--- src/rtl/rskd_pkg.sv ---
// Shared types and constants for the small RSA key derivation block.
// Used by the controller, the datapath, the arithmetic units and the top level.
// No dependencies.
`default_nettype none

package rskd_pkg;

   // Width of a factor after stepping up to the next prime (65537 needs 17 bits).
   localparam int FACTOR_W = 17;
   // Trial divisor and its square during a primality test.
   localparam int IDX_W = 17;
   localparam int SQ_W = 33;
   // Signed Bezout coefficients of the extended Euclid loop.
   localparam int T_W = 33;
   // Iteration counter of the restoring divider.
   localparam int DIV_CNT_W = 5;

   typedef struct packed {
      logic [15:0] prime_p;
      logic [15:0] prime_q;
      logic [31:0] search_start;
   } req_type;

   typedef struct packed {
      logic [31:0] modulus;
      logic [31:0] totient_value;
      logic [31:0] public_exponent;
      logic [31:0] private_exponent;
      logic        key_found;
   } rsp_type;

   // Operand pairs for the shared divider.
   typedef enum logic [1:0] {
      DIV_CAND_BY_IDX,
      DIV_PHI_BY_CAND,
      DIV_START_BY_PHI,
      DIV_R_BY_NR
   } div_sel_type;

   // What the running primality test is for.
   typedef enum logic [1:0] {
      CTX_P,
      CTX_Q,
      CTX_E
   } ctx_type;

   typedef enum logic [3:0] {
      ST_IDLE,
      ST_PT_LOOP,
      ST_PT_DIV,
      ST_NPHI,
      ST_PHI_CHECK,
      ST_RES_WAIT,
      ST_E_CHECK,
      ST_E_DIV,
      ST_INV_LOOP,
      ST_INV_DIV,
      ST_INV_MUL,
      ST_INV_FIN,
      ST_DONE
   } state_type;

   typedef struct packed {
      logic        load_in;
      logic        set_p;
      logic        set_q;
      logic        cand_inc;
      logic        pt_init;
      logic        pt_next;
      logic        calc_nphi;
      logic        cand_from_rem;
      logic        inv_init;
      logic        inv_update;
      logic        inv_finish;
      logic        div_start;
      div_sel_type div_sel;
      logic        mul_start;
      logic        out_load;
   } cmd_type;

   typedef struct packed {
      logic cand_lt2;
      logic sq_gt_cand;
      logic div_busy;
      logic div_done;
      logic rem_zero;
      logic phi_lt2;
      logic cand_ge_phi;
      logic nr_zero;
      logic mul_done;
   } stat_type;

endpackage

`default_nettype wire

--- src/rtl/rsa_small_key_derivation_core.sv ---
// Small RSA key derivation: one key per request, one request in flight at a time.
// Latency depends on the data: trial divisions and extended Euclid steps all run on the
// shared 32-bit restoring divider.
// A new request is taken only when idle; a finished key may wait in the output register.
// Synchronous active-high reset returns to idle with the prime advance mode enabled.
`default_nettype none

module rsa_small_key_derivation_core #(
   parameter int PRIME_BITS = 16
) (
   input  wire logic              clock,
   input  wire logic              reset,
   input  wire logic              req_valid,
   output logic                   req_stall,
   input  wire rskd_pkg::req_type req_data,
   output logic                   rsp_valid,
   input  wire logic              rsp_stall,
   output rskd_pkg::rsp_type      rsp_data,
   input  wire logic              csr_wr_en,
   input  wire logic              csr_wr_data
);

   rskd_pkg::cmd_type  cmd;
   rskd_pkg::stat_type stat;

   rskd_ctrl u_ctrl (
      .clock       (clock),
      .reset       (reset),
      .req_valid   (req_valid),
      .req_stall   (req_stall),
      .rsp_valid   (rsp_valid),
      .rsp_stall   (rsp_stall),
      .csr_wr_en   (csr_wr_en),
      .csr_wr_data (csr_wr_data),
      .cmd         (cmd),
      .stat        (stat)
   );

   rskd_datapath #(
      .PRIME_BITS (PRIME_BITS)
   ) u_datapath (
      .clock    (clock),
      .reset    (reset),
      .cmd      (cmd),
      .stat     (stat),
      .req_data (req_data),
      .rsp_data (rsp_data)
   );

endmodule

`default_nettype wire

--- src/rtl/rskd_div.sv ---
// Restoring 32-bit unsigned divider, one quotient bit per cycle.
// Depends on rskd_pkg for the iteration counter width.
`default_nettype none

module rskd_div (
   input  wire logic        clock,
   input  wire logic        reset,
   input  wire logic        start,
   input  wire logic [31:0] dividend,
   input  wire logic [31:0] divisor,
   output logic             busy,
   output logic             done,
   output logic [31:0]      quotient,
   output logic [31:0]      remainder
);

   logic                           busy_ff, busy_in;
   logic                           done_ff, done_in;
   logic [rskd_pkg::DIV_CNT_W-1:0] cnt_ff, cnt_in;
   logic [31:0]                    quo_ff, quo_in;
   logic [31:0]                    rem_ff, rem_in;
   logic [31:0]                    dvs_ff, dvs_in;
   logic [32:0]                    rem_sh;
   logic [32:0]                    diff;

   // One restoring step: shift in the next dividend bit and try to subtract.
   always_comb begin
      rem_sh  = {rem_ff, quo_ff[31]};
      diff    = rem_sh - {1'b0, dvs_ff};
      busy_in = busy_ff;
      done_in = 1'b0;
      cnt_in  = cnt_ff;
      quo_in  = quo_ff;
      rem_in  = rem_ff;
      dvs_in  = dvs_ff;
      if (start) begin
         busy_in = 1'b1;
         cnt_in  = '0;
         quo_in  = dividend;
         rem_in  = '0;
         dvs_in  = divisor;
      end else if (busy_ff) begin
         if (!diff[32]) begin
            rem_in = diff[31:0];
            quo_in = {quo_ff[30:0], 1'b1};
         end else begin
            rem_in = rem_sh[31:0];
            quo_in = {quo_ff[30:0], 1'b0};
         end
         cnt_in = cnt_ff + rskd_pkg::DIV_CNT_W'(1);
         if (cnt_ff == '1) begin
            busy_in = 1'b0;
            done_in = 1'b1;
         end
      end
   end

   always_ff @(posedge clock) begin
      if (reset) begin
         busy_ff <= 1'b0;
         done_ff <= 1'b0;
         cnt_ff  <= '0;
      end else begin
         busy_ff <= busy_in;
         done_ff <= done_in;
         cnt_ff  <= cnt_in;
      end
      quo_ff <= quo_in;
      rem_ff <= rem_in;
      dvs_ff <= dvs_in;
   end

   assign busy      = busy_ff;
   assign done      = done_ff;
   assign quotient  = quo_ff;
   assign remainder = rem_ff;

endmodule

`default_nettype wire

--- src/rtl/rskd_mul.sv ---
// Shift-and-add multiplier: unsigned 32-bit times signed coefficient, modulo 2^T_W.
// Depends on rskd_pkg for the coefficient width.
`default_nettype none

module rskd_mul (
   input  wire logic                           clock,
   input  wire logic                           reset,
   input  wire logic                           start,
   input  wire logic [31:0]                    multiplier,
   input  wire logic signed [rskd_pkg::T_W-1:0] multiplicand,
   output logic                                done,
   output logic signed [rskd_pkg::T_W-1:0]      product
);

   logic                               busy_ff, busy_in;
   logic                               done_ff, done_in;
   logic [31:0]                        mlr_ff, mlr_in;
   logic signed [rskd_pkg::T_W-1:0]    mcd_ff, mcd_in;
   logic signed [rskd_pkg::T_W-1:0]    acc_ff, acc_in;

   // Consume one multiplier bit per cycle; stop as soon as no set bits remain.
   always_comb begin
      busy_in = busy_ff;
      done_in = 1'b0;
      mlr_in  = mlr_ff;
      mcd_in  = mcd_ff;
      acc_in  = acc_ff;
      if (start) begin
         busy_in = 1'b1;
         mlr_in  = multiplier;
         mcd_in  = multiplicand;
         acc_in  = '0;
      end else if (busy_ff) begin
         if (mlr_ff == '0) begin
            busy_in = 1'b0;
            done_in = 1'b1;
         end else begin
            if (mlr_ff[0]) begin
               acc_in = acc_ff + mcd_ff;
            end
            mcd_in = mcd_ff <<< 1;
            mlr_in = mlr_ff >> 1;
         end
      end
   end

   always_ff @(posedge clock) begin
      if (reset) begin
         busy_ff <= 1'b0;
         done_ff <= 1'b0;
      end else begin
         busy_ff <= busy_in;
         done_ff <= done_in;
      end
      mlr_ff <= mlr_in;
      mcd_ff <= mcd_in;
      acc_ff <= acc_in;
   end

   assign done    = done_ff;
   assign product = acc_ff;

endmodule

`default_nettype wire

--- src/rtl/rskd_datapath.sv ---
// Datapath: factor, totient, candidate and Euclid registers plus the result register.
// Depends on rskd_pkg, rskd_div and rskd_mul.
`default_nettype none

module rskd_datapath #(
   parameter int PRIME_BITS = 16
) (
   input  wire logic              clock,
   input  wire logic              reset,
   input  wire rskd_pkg::cmd_type cmd,
   output rskd_pkg::stat_type     stat,
   input  wire rskd_pkg::req_type req_data,
   output rskd_pkg::rsp_type      rsp_data
);

   // Only the low PRIME_BITS bits of each factor are used.
   localparam logic [15:0] FMASK = 16'((33'd1 << PRIME_BITS) - 33'd1);

   logic [rskd_pkg::FACTOR_W-1:0] p_ff, p_in;
   logic [rskd_pkg::FACTOR_W-1:0] q_ff, q_in;
   logic [31:0]                   start_ff, start_in;
   logic [31:0]                   cand_ff, cand_in;
   logic [rskd_pkg::IDX_W-1:0]    idx_ff, idx_in;
   logic [rskd_pkg::SQ_W-1:0]     sq_ff, sq_in;
   logic [31:0]                   n_ff, n_in;
   logic [31:0]                   phi_ff, phi_in;
   logic [31:0]                   r_ff, r_in;
   logic [31:0]                   nr_ff, nr_in;
   logic signed [rskd_pkg::T_W-1:0] t_ff, t_in;
   logic signed [rskd_pkg::T_W-1:0] nt_ff, nt_in;
   logic signed [rskd_pkg::T_W-1:0] t_pos;
   logic [31:0]                   e_ff, e_in;
   logic [31:0]                   d_ff, d_in;
   logic                          found_ff, found_in;
   rskd_pkg::rsp_type             rsp_ff, rsp_in;
   logic [31:0]                   p_ext, q_ext;

   logic [31:0] div_a, div_b, div_quot, div_rem;
   logic        div_busy, div_done;
   logic signed [rskd_pkg::T_W-1:0] mul_prod;
   logic        mul_done;

   // Divider operand selection.
   always_comb begin
      case (cmd.div_sel)
         rskd_pkg::DIV_CAND_BY_IDX: begin
            div_a = cand_ff;
            div_b = 32'(idx_ff);
         end
         rskd_pkg::DIV_PHI_BY_CAND: begin
            div_a = phi_ff;
            div_b = cand_ff;
         end
         rskd_pkg::DIV_START_BY_PHI: begin
            div_a = start_ff;
            div_b = phi_ff;
         end
         default: begin
            div_a = r_ff;
            div_b = nr_ff;
         end
      endcase
   end

   rskd_div u_div (
      .clock     (clock),
      .reset     (reset),
      .start     (cmd.div_start),
      .dividend  (div_a),
      .divisor   (div_b),
      .busy      (div_busy),
      .done      (div_done),
      .quotient  (div_quot),
      .remainder (div_rem)
   );

   // The Euclid step multiplies the fresh quotient by the newer coefficient.
   rskd_mul u_mul (
      .clock        (clock),
      .reset        (reset),
      .start        (cmd.mul_start),
      .multiplier   (div_quot),
      .multiplicand (nt_ff),
      .done         (mul_done),
      .product      (mul_prod)
   );

   // Register updates driven by the controller commands.
   always_comb begin
      p_ext    = 32'(p_ff);
      q_ext    = 32'(q_ff);
      t_pos    = t_ff + rskd_pkg::T_W'(phi_ff);
      p_in     = p_ff;
      q_in     = q_ff;
      start_in = start_ff;
      cand_in  = cand_ff;
      idx_in   = idx_ff;
      sq_in    = sq_ff;
      n_in     = n_ff;
      phi_in   = phi_ff;
      r_in     = r_ff;
      nr_in    = nr_ff;
      t_in     = t_ff;
      nt_in    = nt_ff;
      e_in     = e_ff;
      d_in     = d_ff;
      found_in = found_ff;
      rsp_in   = rsp_ff;

      if (cmd.load_in) begin
         p_in     = rskd_pkg::FACTOR_W'(req_data.prime_p & FMASK);
         q_in     = rskd_pkg::FACTOR_W'(req_data.prime_q & FMASK);
         start_in = req_data.search_start;
         cand_in  = 32'(req_data.prime_p & FMASK);
         e_in     = '0;
         d_in     = '0;
         found_in = 1'b0;
      end
      if (cmd.set_p) begin
         p_in    = cand_ff[rskd_pkg::FACTOR_W-1:0];
         cand_in = 32'(q_ff);
      end
      if (cmd.set_q) begin
         q_in = cand_ff[rskd_pkg::FACTOR_W-1:0];
      end
      if (cmd.cand_inc) begin
         cand_in = cand_ff + 32'd1;
      end
      if (cmd.cand_from_rem) begin
         cand_in = div_rem;
      end

      // Trial divisor and its square advance together.
      if (cmd.pt_init) begin
         idx_in = rskd_pkg::IDX_W'(2);
         sq_in  = rskd_pkg::SQ_W'(4);
      end
      if (cmd.pt_next) begin
         idx_in = idx_ff + rskd_pkg::IDX_W'(1);
         sq_in  = sq_ff + rskd_pkg::SQ_W'({idx_ff, 1'b1});
      end

      // Modulus and totient, both taken modulo 2^32.
      if (cmd.calc_nphi) begin
         n_in   = 32'(p_ext * q_ext);
         phi_in = 32'((p_ext - 32'd1) * (q_ext - 32'd1));
      end

      // Extended Euclid over (phi, e).
      if (cmd.inv_init) begin
         e_in     = cand_ff;
         found_in = 1'b1;
         r_in     = phi_ff;
         nr_in    = cand_ff;
         t_in     = '0;
         nt_in    = rskd_pkg::T_W'(1);
      end
      if (cmd.inv_update) begin
         t_in  = nt_ff;
         nt_in = t_ff - mul_prod;
         r_in  = nr_ff;
         nr_in = div_rem;
      end
      if (cmd.inv_finish) begin
         if (r_ff != 32'd1) begin
            d_in = '0;
         end else if (t_ff < 0) begin
            d_in = t_pos[31:0];
         end else begin
            d_in = t_ff[31:0];
         end
      end

      if (cmd.out_load) begin
         rsp_in.modulus          = n_ff;
         rsp_in.totient_value    = phi_ff;
         rsp_in.public_exponent  = e_ff;
         rsp_in.private_exponent = d_ff;
         rsp_in.key_found        = found_ff;
      end
   end

   always_ff @(posedge clock) begin
      p_ff     <= p_in;
      q_ff     <= q_in;
      start_ff <= start_in;
      cand_ff  <= cand_in;
      idx_ff   <= idx_in;
      sq_ff    <= sq_in;
      n_ff     <= n_in;
      phi_ff   <= phi_in;
      r_ff     <= r_in;
      nr_ff    <= nr_in;
      t_ff     <= t_in;
      nt_ff    <= nt_in;
      e_ff     <= e_in;
      d_ff     <= d_in;
      found_ff <= found_in;
      rsp_ff   <= rsp_in;
   end

   // Status back to the controller.
   always_comb begin
      stat.cand_lt2    = (cand_ff < 32'd2);
      stat.sq_gt_cand  = (sq_ff > rskd_pkg::SQ_W'(cand_ff));
      stat.div_busy    = div_busy;
      stat.div_done    = div_done;
      stat.rem_zero    = (div_rem == '0);
      stat.phi_lt2     = (phi_ff < 32'd2);
      stat.cand_ge_phi = (cand_ff >= phi_ff);
      stat.nr_zero     = (nr_ff == '0);
      stat.mul_done    = mul_done;
   end

   assign rsp_data = rsp_ff;

endmodule

`default_nettype wire

--- src/rtl/rskd_ctrl.sv ---
// Controller: sequences prime tests, the exponent search and the inverse, and owns
// the configuration register and the result valid flag. Depends on rskd_pkg.
`default_nettype none

module rskd_ctrl (
   input  wire logic          clock,
   input  wire logic          reset,
   input  wire logic          req_valid,
   output logic               req_stall,
   output logic               rsp_valid,
   input  wire logic          rsp_stall,
   input  wire logic          csr_wr_en,
   input  wire logic          csr_wr_data,
   output rskd_pkg::cmd_type  cmd,
   input  wire rskd_pkg::stat_type stat
);

   rskd_pkg::state_type state_ff, state_in;
   rskd_pkg::ctx_type   ctx_ff, ctx_in;
   logic                adv_ff, adv_in;
   logic                rsp_valid_ff, rsp_valid_in;
   logic                pt_pass;
   logic                pt_fail;

   // Configuration register.
   assign adv_in = csr_wr_en ? csr_wr_data : adv_ff;

   // Next state and commands.
   always_comb begin
      state_in = state_ff;
      ctx_in   = ctx_ff;
      cmd      = '0;
      pt_pass  = 1'b0;
      pt_fail  = 1'b0;

      unique case (state_ff)
         rskd_pkg::ST_IDLE: begin
            if (req_valid) begin
               cmd.load_in = 1'b1;
               if (adv_ff) begin
                  cmd.pt_init = 1'b1;
                  ctx_in      = rskd_pkg::CTX_P;
                  state_in    = rskd_pkg::ST_PT_LOOP;
               end else begin
                  state_in = rskd_pkg::ST_NPHI;
               end
            end
         end
         rskd_pkg::ST_PT_LOOP: begin
            if (stat.cand_lt2) begin
               pt_fail = 1'b1;
            end else if (stat.sq_gt_cand) begin
               pt_pass = 1'b1;
            end else begin
               cmd.div_start = 1'b1;
               cmd.div_sel   = rskd_pkg::DIV_CAND_BY_IDX;
               state_in      = rskd_pkg::ST_PT_DIV;
            end
         end
         rskd_pkg::ST_PT_DIV: begin
            if (stat.div_done) begin
               if (stat.rem_zero) begin
                  pt_fail = 1'b1;
               end else begin
                  cmd.pt_next = 1'b1;
                  state_in    = rskd_pkg::ST_PT_LOOP;
               end
            end
         end
         rskd_pkg::ST_NPHI: begin
            cmd.calc_nphi = 1'b1;
            state_in      = rskd_pkg::ST_PHI_CHECK;
         end
         rskd_pkg::ST_PHI_CHECK: begin
            if (stat.phi_lt2) begin
               state_in = rskd_pkg::ST_DONE;
            end else begin
               cmd.div_start = 1'b1;
               cmd.div_sel   = rskd_pkg::DIV_START_BY_PHI;
               state_in      = rskd_pkg::ST_RES_WAIT;
            end
         end
         rskd_pkg::ST_RES_WAIT: begin
            if (stat.div_done) begin
               cmd.cand_from_rem = 1'b1;
               state_in          = rskd_pkg::ST_E_CHECK;
            end
         end
         rskd_pkg::ST_E_CHECK: begin
            if (stat.cand_ge_phi) begin
               state_in = rskd_pkg::ST_DONE;
            end else if (stat.cand_lt2) begin
               cmd.cand_inc = 1'b1;
            end else begin
               ctx_in      = rskd_pkg::CTX_E;
               cmd.pt_init = 1'b1;
               state_in    = rskd_pkg::ST_PT_LOOP;
            end
         end
         rskd_pkg::ST_E_DIV: begin
            if (stat.div_done) begin
               if (stat.rem_zero) begin
                  cmd.cand_inc = 1'b1;
                  state_in     = rskd_pkg::ST_E_CHECK;
               end else begin
                  cmd.inv_init = 1'b1;
                  state_in     = rskd_pkg::ST_INV_LOOP;
               end
            end
         end
         rskd_pkg::ST_INV_LOOP: begin
            if (stat.nr_zero) begin
               state_in = rskd_pkg::ST_INV_FIN;
            end else begin
               cmd.div_start = 1'b1;
               cmd.div_sel   = rskd_pkg::DIV_R_BY_NR;
               state_in      = rskd_pkg::ST_INV_DIV;
            end
         end
         rskd_pkg::ST_INV_DIV: begin
            if (stat.div_done) begin
               cmd.mul_start = 1'b1;
               state_in      = rskd_pkg::ST_INV_MUL;
            end
         end
         rskd_pkg::ST_INV_MUL: begin
            if (stat.mul_done) begin
               cmd.inv_update = 1'b1;
               state_in       = rskd_pkg::ST_INV_LOOP;
            end
         end
         rskd_pkg::ST_INV_FIN: begin
            cmd.inv_finish = 1'b1;
            state_in       = rskd_pkg::ST_DONE;
         end
         rskd_pkg::ST_DONE: begin
            if (!rsp_valid_ff || !rsp_stall) begin
               cmd.out_load = 1'b1;
               state_in     = rskd_pkg::ST_IDLE;
            end
         end
         default: begin
            state_in = rskd_pkg::ST_IDLE;
         end
      endcase

      // Outcome of a primality test, by what it was run for.
      if (pt_pass) begin
         unique case (ctx_ff)
            rskd_pkg::CTX_P: begin
               cmd.set_p   = 1'b1;
               cmd.pt_init = 1'b1;
               ctx_in      = rskd_pkg::CTX_Q;
               state_in    = rskd_pkg::ST_PT_LOOP;
            end
            rskd_pkg::CTX_Q: begin
               cmd.set_q = 1'b1;
               state_in  = rskd_pkg::ST_NPHI;
            end
            default: begin
               cmd.div_start = 1'b1;
               cmd.div_sel   = rskd_pkg::DIV_PHI_BY_CAND;
               state_in      = rskd_pkg::ST_E_DIV;
            end
         endcase
      end
      if (pt_fail) begin
         cmd.cand_inc = 1'b1;
         unique case (ctx_ff) inside
            rskd_pkg::CTX_P, rskd_pkg::CTX_Q: begin
               cmd.pt_init = 1'b1;
               state_in    = rskd_pkg::ST_PT_LOOP;
            end
            default: begin
               state_in = rskd_pkg::ST_E_CHECK;
            end
         endcase
      end
   end

   // The result register holds until the consumer takes the transfer.
   assign rsp_valid_in = cmd.out_load ? 1'b1 : (rsp_valid_ff && rsp_stall);

   always_ff @(posedge clock) begin
      if (reset) begin
         state_ff     <= rskd_pkg::ST_IDLE;
         ctx_ff       <= rskd_pkg::CTX_P;
         adv_ff       <= 1'b1;
         rsp_valid_ff <= 1'b0;
      end else begin
         state_ff     <= state_in;
         ctx_ff       <= ctx_in;
         adv_ff       <= adv_in;
         rsp_valid_ff <= rsp_valid_in;
      end
   end

   assign req_stall = (state_ff != rskd_pkg::ST_IDLE);
   assign rsp_valid = rsp_valid_ff;

   // The divider is only started when it is free.
   a_div_free : assert property (@(posedge clock) disable iff (reset)
      cmd.div_start |-> !stat.div_busy)
      else $error("divider started while busy");

   // The multiplier consumes a quotient in the cycle it becomes available.
   a_mul_after_div : assert property (@(posedge clock) disable iff (reset)
      cmd.mul_start |-> stat.div_done)
      else $error("multiplier started without a fresh quotient");

   // A new result only appears after the sequence has finished.
   a_rsp_from_done : assert property (@(posedge clock) disable iff (reset)
      $rose(rsp_valid_ff) |-> $past(state_ff) == rskd_pkg::ST_DONE)
      else $error("result raised outside the finish state");

   // Leaving the finish state always loads the result register.
   a_done_loads : assert property (@(posedge clock) disable iff (reset)
      (state_ff == rskd_pkg::ST_DONE && (!rsp_valid_ff || !rsp_stall)) |=> rsp_valid_ff)
      else $error("finished key not presented");

endmodule

`default_nettype wire

--- config.mk ---
export PLATFORM = sky130hd
export DESIGN_NAME = rsa_small_key_derivation_core
export DESIGN_NICKNAME = d
export VERILOG_FILES = /design/src/rtl/rskd_pkg.sv /design/src/rtl/rsa_small_key_derivation_core.sv /design/src/rtl/rskd_div.sv /design/src/rtl/rskd_mul.sv /design/src/rtl/rskd_datapath.sv /design/src/rtl/rskd_ctrl.sv
export SDC_FILE = /design/constraint.sdc
export NUM_CORES = 2
export LEC_CHECK = 0
export BUFFER_PORTS_ARGS = -buffer_cell sky130_fd_sc_hd__buf_4
export CAP_MARGIN = 20
export CORE_AREA = 8 8 424 260
export CTS_BUF_LIST = sky130_fd_sc_hd__clkbuf_4
export CTS_CLUSTER_SIZE = 14
export DETAILED_ROUTE_END_ITERATION = 10
export DIE_AREA = 0 0 432 268
export PLACE_DENSITY = 0.77
export SLEW_MARGIN = 10
export SYNTH_ARGS = -nofsm -noshare
export SYNTH_HDL_FRONTEND = slang
export SYNTH_SLANG_ARGS = --single-unit
--- constraint.sdc ---
create_clock -name clock -period 11.16 [get_ports clock]
set_input_delay 2.79 -clock clock [delete_from_list [all_inputs] [get_ports clock]]
set_output_delay 2.79 -clock clock [all_outputs]
set_load 0.02 [all_outputs]
==> impl_metrics.py <==
metrics = {
    "synthesis": {
        "synth-edff-count": 664,
        "netlist.area_leader.share": 0.322,
        "synth_fp_nets": 7324,
        "yosys_warnings": 0,
        "yosysTopAreaCell": "edfxtp_1",
        "synth_cell_types": 93,
        "synth.cell_area_sq_mm": 0.0619,
        "syn_inst": 6244,
        "yosysSeqAreaShare": 0.349,
        "avgSynthCellArea_sq_um": 9.92,
        "synth-seq-cells": 747,
        "synthArstFlopShare": 0,
        "synth_top_flop_cell": "edfxtp_1",
        "synth_area_leaders": "edfxtp_1 (32%), fa_1 (19%), ha_1 (8.8%)",
    },
    "timing": {
        "finalSetupViolCount": 0,
        "rsz0062_at_grt": "false",
        "fin_ws_ns": 1.52,
        "hold_viol_final": 0,
        "max_freq_mhz": 104,
        "drv_slew": 0,
        "clock_skew_ns": 0.0938,
        "fin_crit_ns": 9.64,
        "min_period_over_period": 0.864,
        "relSlewSlack": 0.208,
        "tightest_slew_ns": 1.19,
        "tns_ns": 0,
    },
    "clock_tree": {
        "clk_pin_slew_ns": 0.09,
        "cts_setup_buffers": 0,
        "cts_buffer_depth": 3,
        "cts-resized-gates": 0,
        "holdBufCountCts": 0,
        "cts_buffers": 180,
        "insertion_delay_ns": 1.19,
        "tritoncts": "yes",
        "cts_root_buffer": "clkbuf_4",
        "cts_max_level": 4,
        "cts.sinks": 747,
    },
    "global_routing": {
        "overflow": 0,
        "grt_first_pass_wirelength_um": 283000,
        "grt_max_degree": 87,
        "grt_pass1_vias": 47800,
        "antenna_found_initial": 10,
        "grt_util_all_layers": 0.316,
    },
    "place": {
        "numPortBuffers": 200,
        "pre_cts_slack_ns": 1.40,
        "gp_congestion": 0.980,
        "hpwl_um": 138000,
        "dp_cells": 7683,
    },
    "worst_setup_path": {
        "arrival_ns": 10.50,
        "cp-end-kind": "flip-flop",
        "worst-r2r-setup-slack_ns": 1.52,
        "cp-start-kind": "flip-flop",
        "reg2regPathDepth": 28,
        "path_max_fanout": 29,
        "required_ns": 12.02,
        "crit_type": "reg2reg",
        "cpPeakStageDelay_ns": 0.97,
        "cpMostUsedCell": "fa_1",
        "reg2reg_to": "u_datapath.phi_ff[28]$_DFFE_PP_",
        "crit_path_top_delay_cell": "xor2_2",
        "cp_num_buf_inv": 6,
        "cpLargestDelayFamily": "adder cells",
        "regToRegStartpoint": "u_datapath.q_ff[0]$_DFFE_PP_",
    },
    "die": {
        "die-area_sq_mm": 0.116,
        "die_h_um": 268,
        "rows": 92,
        "io_pins": 201,
        "core_area_sq_mm": 0.104,
        "start_util": 0.596,
        "die_x_um": 432,
    },
    "final_layout": {
        "drive_gt1_frac": 0.109,
        "final_common_cell": "inv_1",
        "areaGrowthSynthToFinish_pct": 9.23,
        "nets": 7540,
        "num-fill-cells": 8355,
        "fin_cells": 8029,
        "layout_common_cells": "inv_1 (794), nand2_1 (772), edfxtp_1 (664)",
    },
    "detailed_routing": {
        "via_count": 48700,
        "wl_per_cell_um": 23.1,
        "wl_um": 186000,
        "drc": 0,
        "drt_iter0_drc": 5781,
        "drt-vias-per-instance": 6.07,
        "drt-pass1-iter-count": 9,
        "ant_nets": 0,
    },
    "worst_hold_path": {
        "worstHoldStart": "u_datapath.d_ff[22]$_SDFFCE_PP0P_",
        "whs_path_depth": 0,
        "whs_endpoint": "u_datapath.rsp_data[23]$_DFFE_PP_",
        "hp-class": "reg2reg",
    },
    "outcome": {
        "outcome": "completed",
    },
    "flow_run": {
        "drv_cap": 0,
    },
}
[worst reg2reg max path, delay by kind of cell (launching register included)]
kind / cells / cell delay [ns]
buffers and inverters: 6 / 1.01
adder cells (fa/ha/maj): 10 / 4.61
flip-flops: 1 / 0.39
AND/OR/NAND/NOR: 7 / 1.48
AO/OA/AOI/OAI: 3 / 0.70
XOR/XNOR: 2 / 1.11
[through the flow]
stage                     hold slack, ns  cell area [sq um]   util
after floorplan                    0.400              61900      -
after global placement             0.401              65100  0.627
after detailed placement           0.405              65200  0.627
after CTS                          0.381              67600  0.650
after global routing               0.398              67600  0.651
final                              0.370              67700  0.651
[registers in the layout, indices dropped and copies added (netlist names), 33 cells and up]
| register | count |
|---|---|
| u_datapath.t_ff | 33 |
| u_datapath.u_mul.product | 33 |
| u_datapath.u_mul.mcd_ff | 33 |
| u_datapath.nt_ff | 33 |
| u_datapath.rsp_data | 129 |
| u_datapath.sq_ff | 33 |
[layout make-up]
cell class,count,area [sq um],area share
multi-input combinational,4415,36400,0.539
sequential,747,21600,0.319
inverter,797,2990,0.0443
timing repair buffer,319,2440,0.0361
clock buffer,269,2020,0.0298
tap,1410,1760,0.0261
clock inverter,62,372,0.00549
antenna,10,25.0,0.000370
[metal layers]
metal,up-vias,track usage,wire [um]
li1,21600,-,-
met1,23800,0.455,77900
met2,2894,0.441,75700
met3,430,0.111,25200
met4,0,0.117,6690
met5,-,0.00205,0
[Yosys cell counts (13+ instances only)]
library cell,number
xnor2_1,203
nor3_1,72
buf_1,17
or2_2,35
edfxtp_1,664
nor2b_1,30
a22oi_1,17
inv_1,794
ha_1,437
or3_1,25
nand2b_1,62
and2_1,191
buf_2,17
and3_1,38
a31oi_1,74
o31ai_1,43
xor2_1,103
a221o_1,35
mux2_2,18
nand2_1,773
o21bai_1,25
a211o_1,13
nor2_1,538
a211oi_1,34
a21o_1,89
o21ai_1,14
nand4_1,52
nor4_1,63
o21a_1,42
o21ai_0,220
dfxtp_1,83
nand3_1,105
fa_1,573
mux2_1,17
a222oi_1,15
o211ai_1,23
a21oi_1,238
mux2i_1,51
clkbuf_1,249
[worst max path at each step]
stage	from	endpoint	cells past startpoint
final	u_datapath.q_ff[0]$_DFFE_PP_	u_datapath.phi_ff[28]$_DFFE_PP_	28
after detailed placement	u_datapath.p_ff[4]$_DFFE_PP_	u_datapath.phi_ff[29]$_DFFE_PP_	27
after global routing	u_datapath.q_ff[0]$_DFFE_PP_	u_datapath.phi_ff[28]$_DFFE_PP_	30
after floorplan	rsp_stall	u_datapath.rsp_data[0]$_DFFE_PP_	1
after CTS	u_datapath.p_ff[4]$_DFFE_PP_	u_datapath.phi_ff[29]$_DFFE_PP_	27
after global placement	u_datapath.p_ff[4]$_DFFE_PP_	u_datapath.phi_ff[29]$_DFFE_PP_	27
[cell families (layout without fill, tap and decap cells)]
| logic type | Yosys count | after routing | share of synthesized area |
|---|---|---|---|
| xor+xnor | 307 | 307 | 0.0435 |
| buf+inv | 1082 | 1447 | 0.0661 |
| compound gates | 985 | 985 | 0.104 |
| other cells | 0 | 10 | 0 |
| flops | 747 | 747 | 0.349 |
| fa+ha+maj | 1010 | 1010 | 0.273 |
| mux | 86 | 86 | 0.0146 |
| simple gates | 2027 | 2027 | 0.150 |
Power is not shown: default switching activity piles up to over one toggle a cycle in this logic, so the estimate is an artifact.
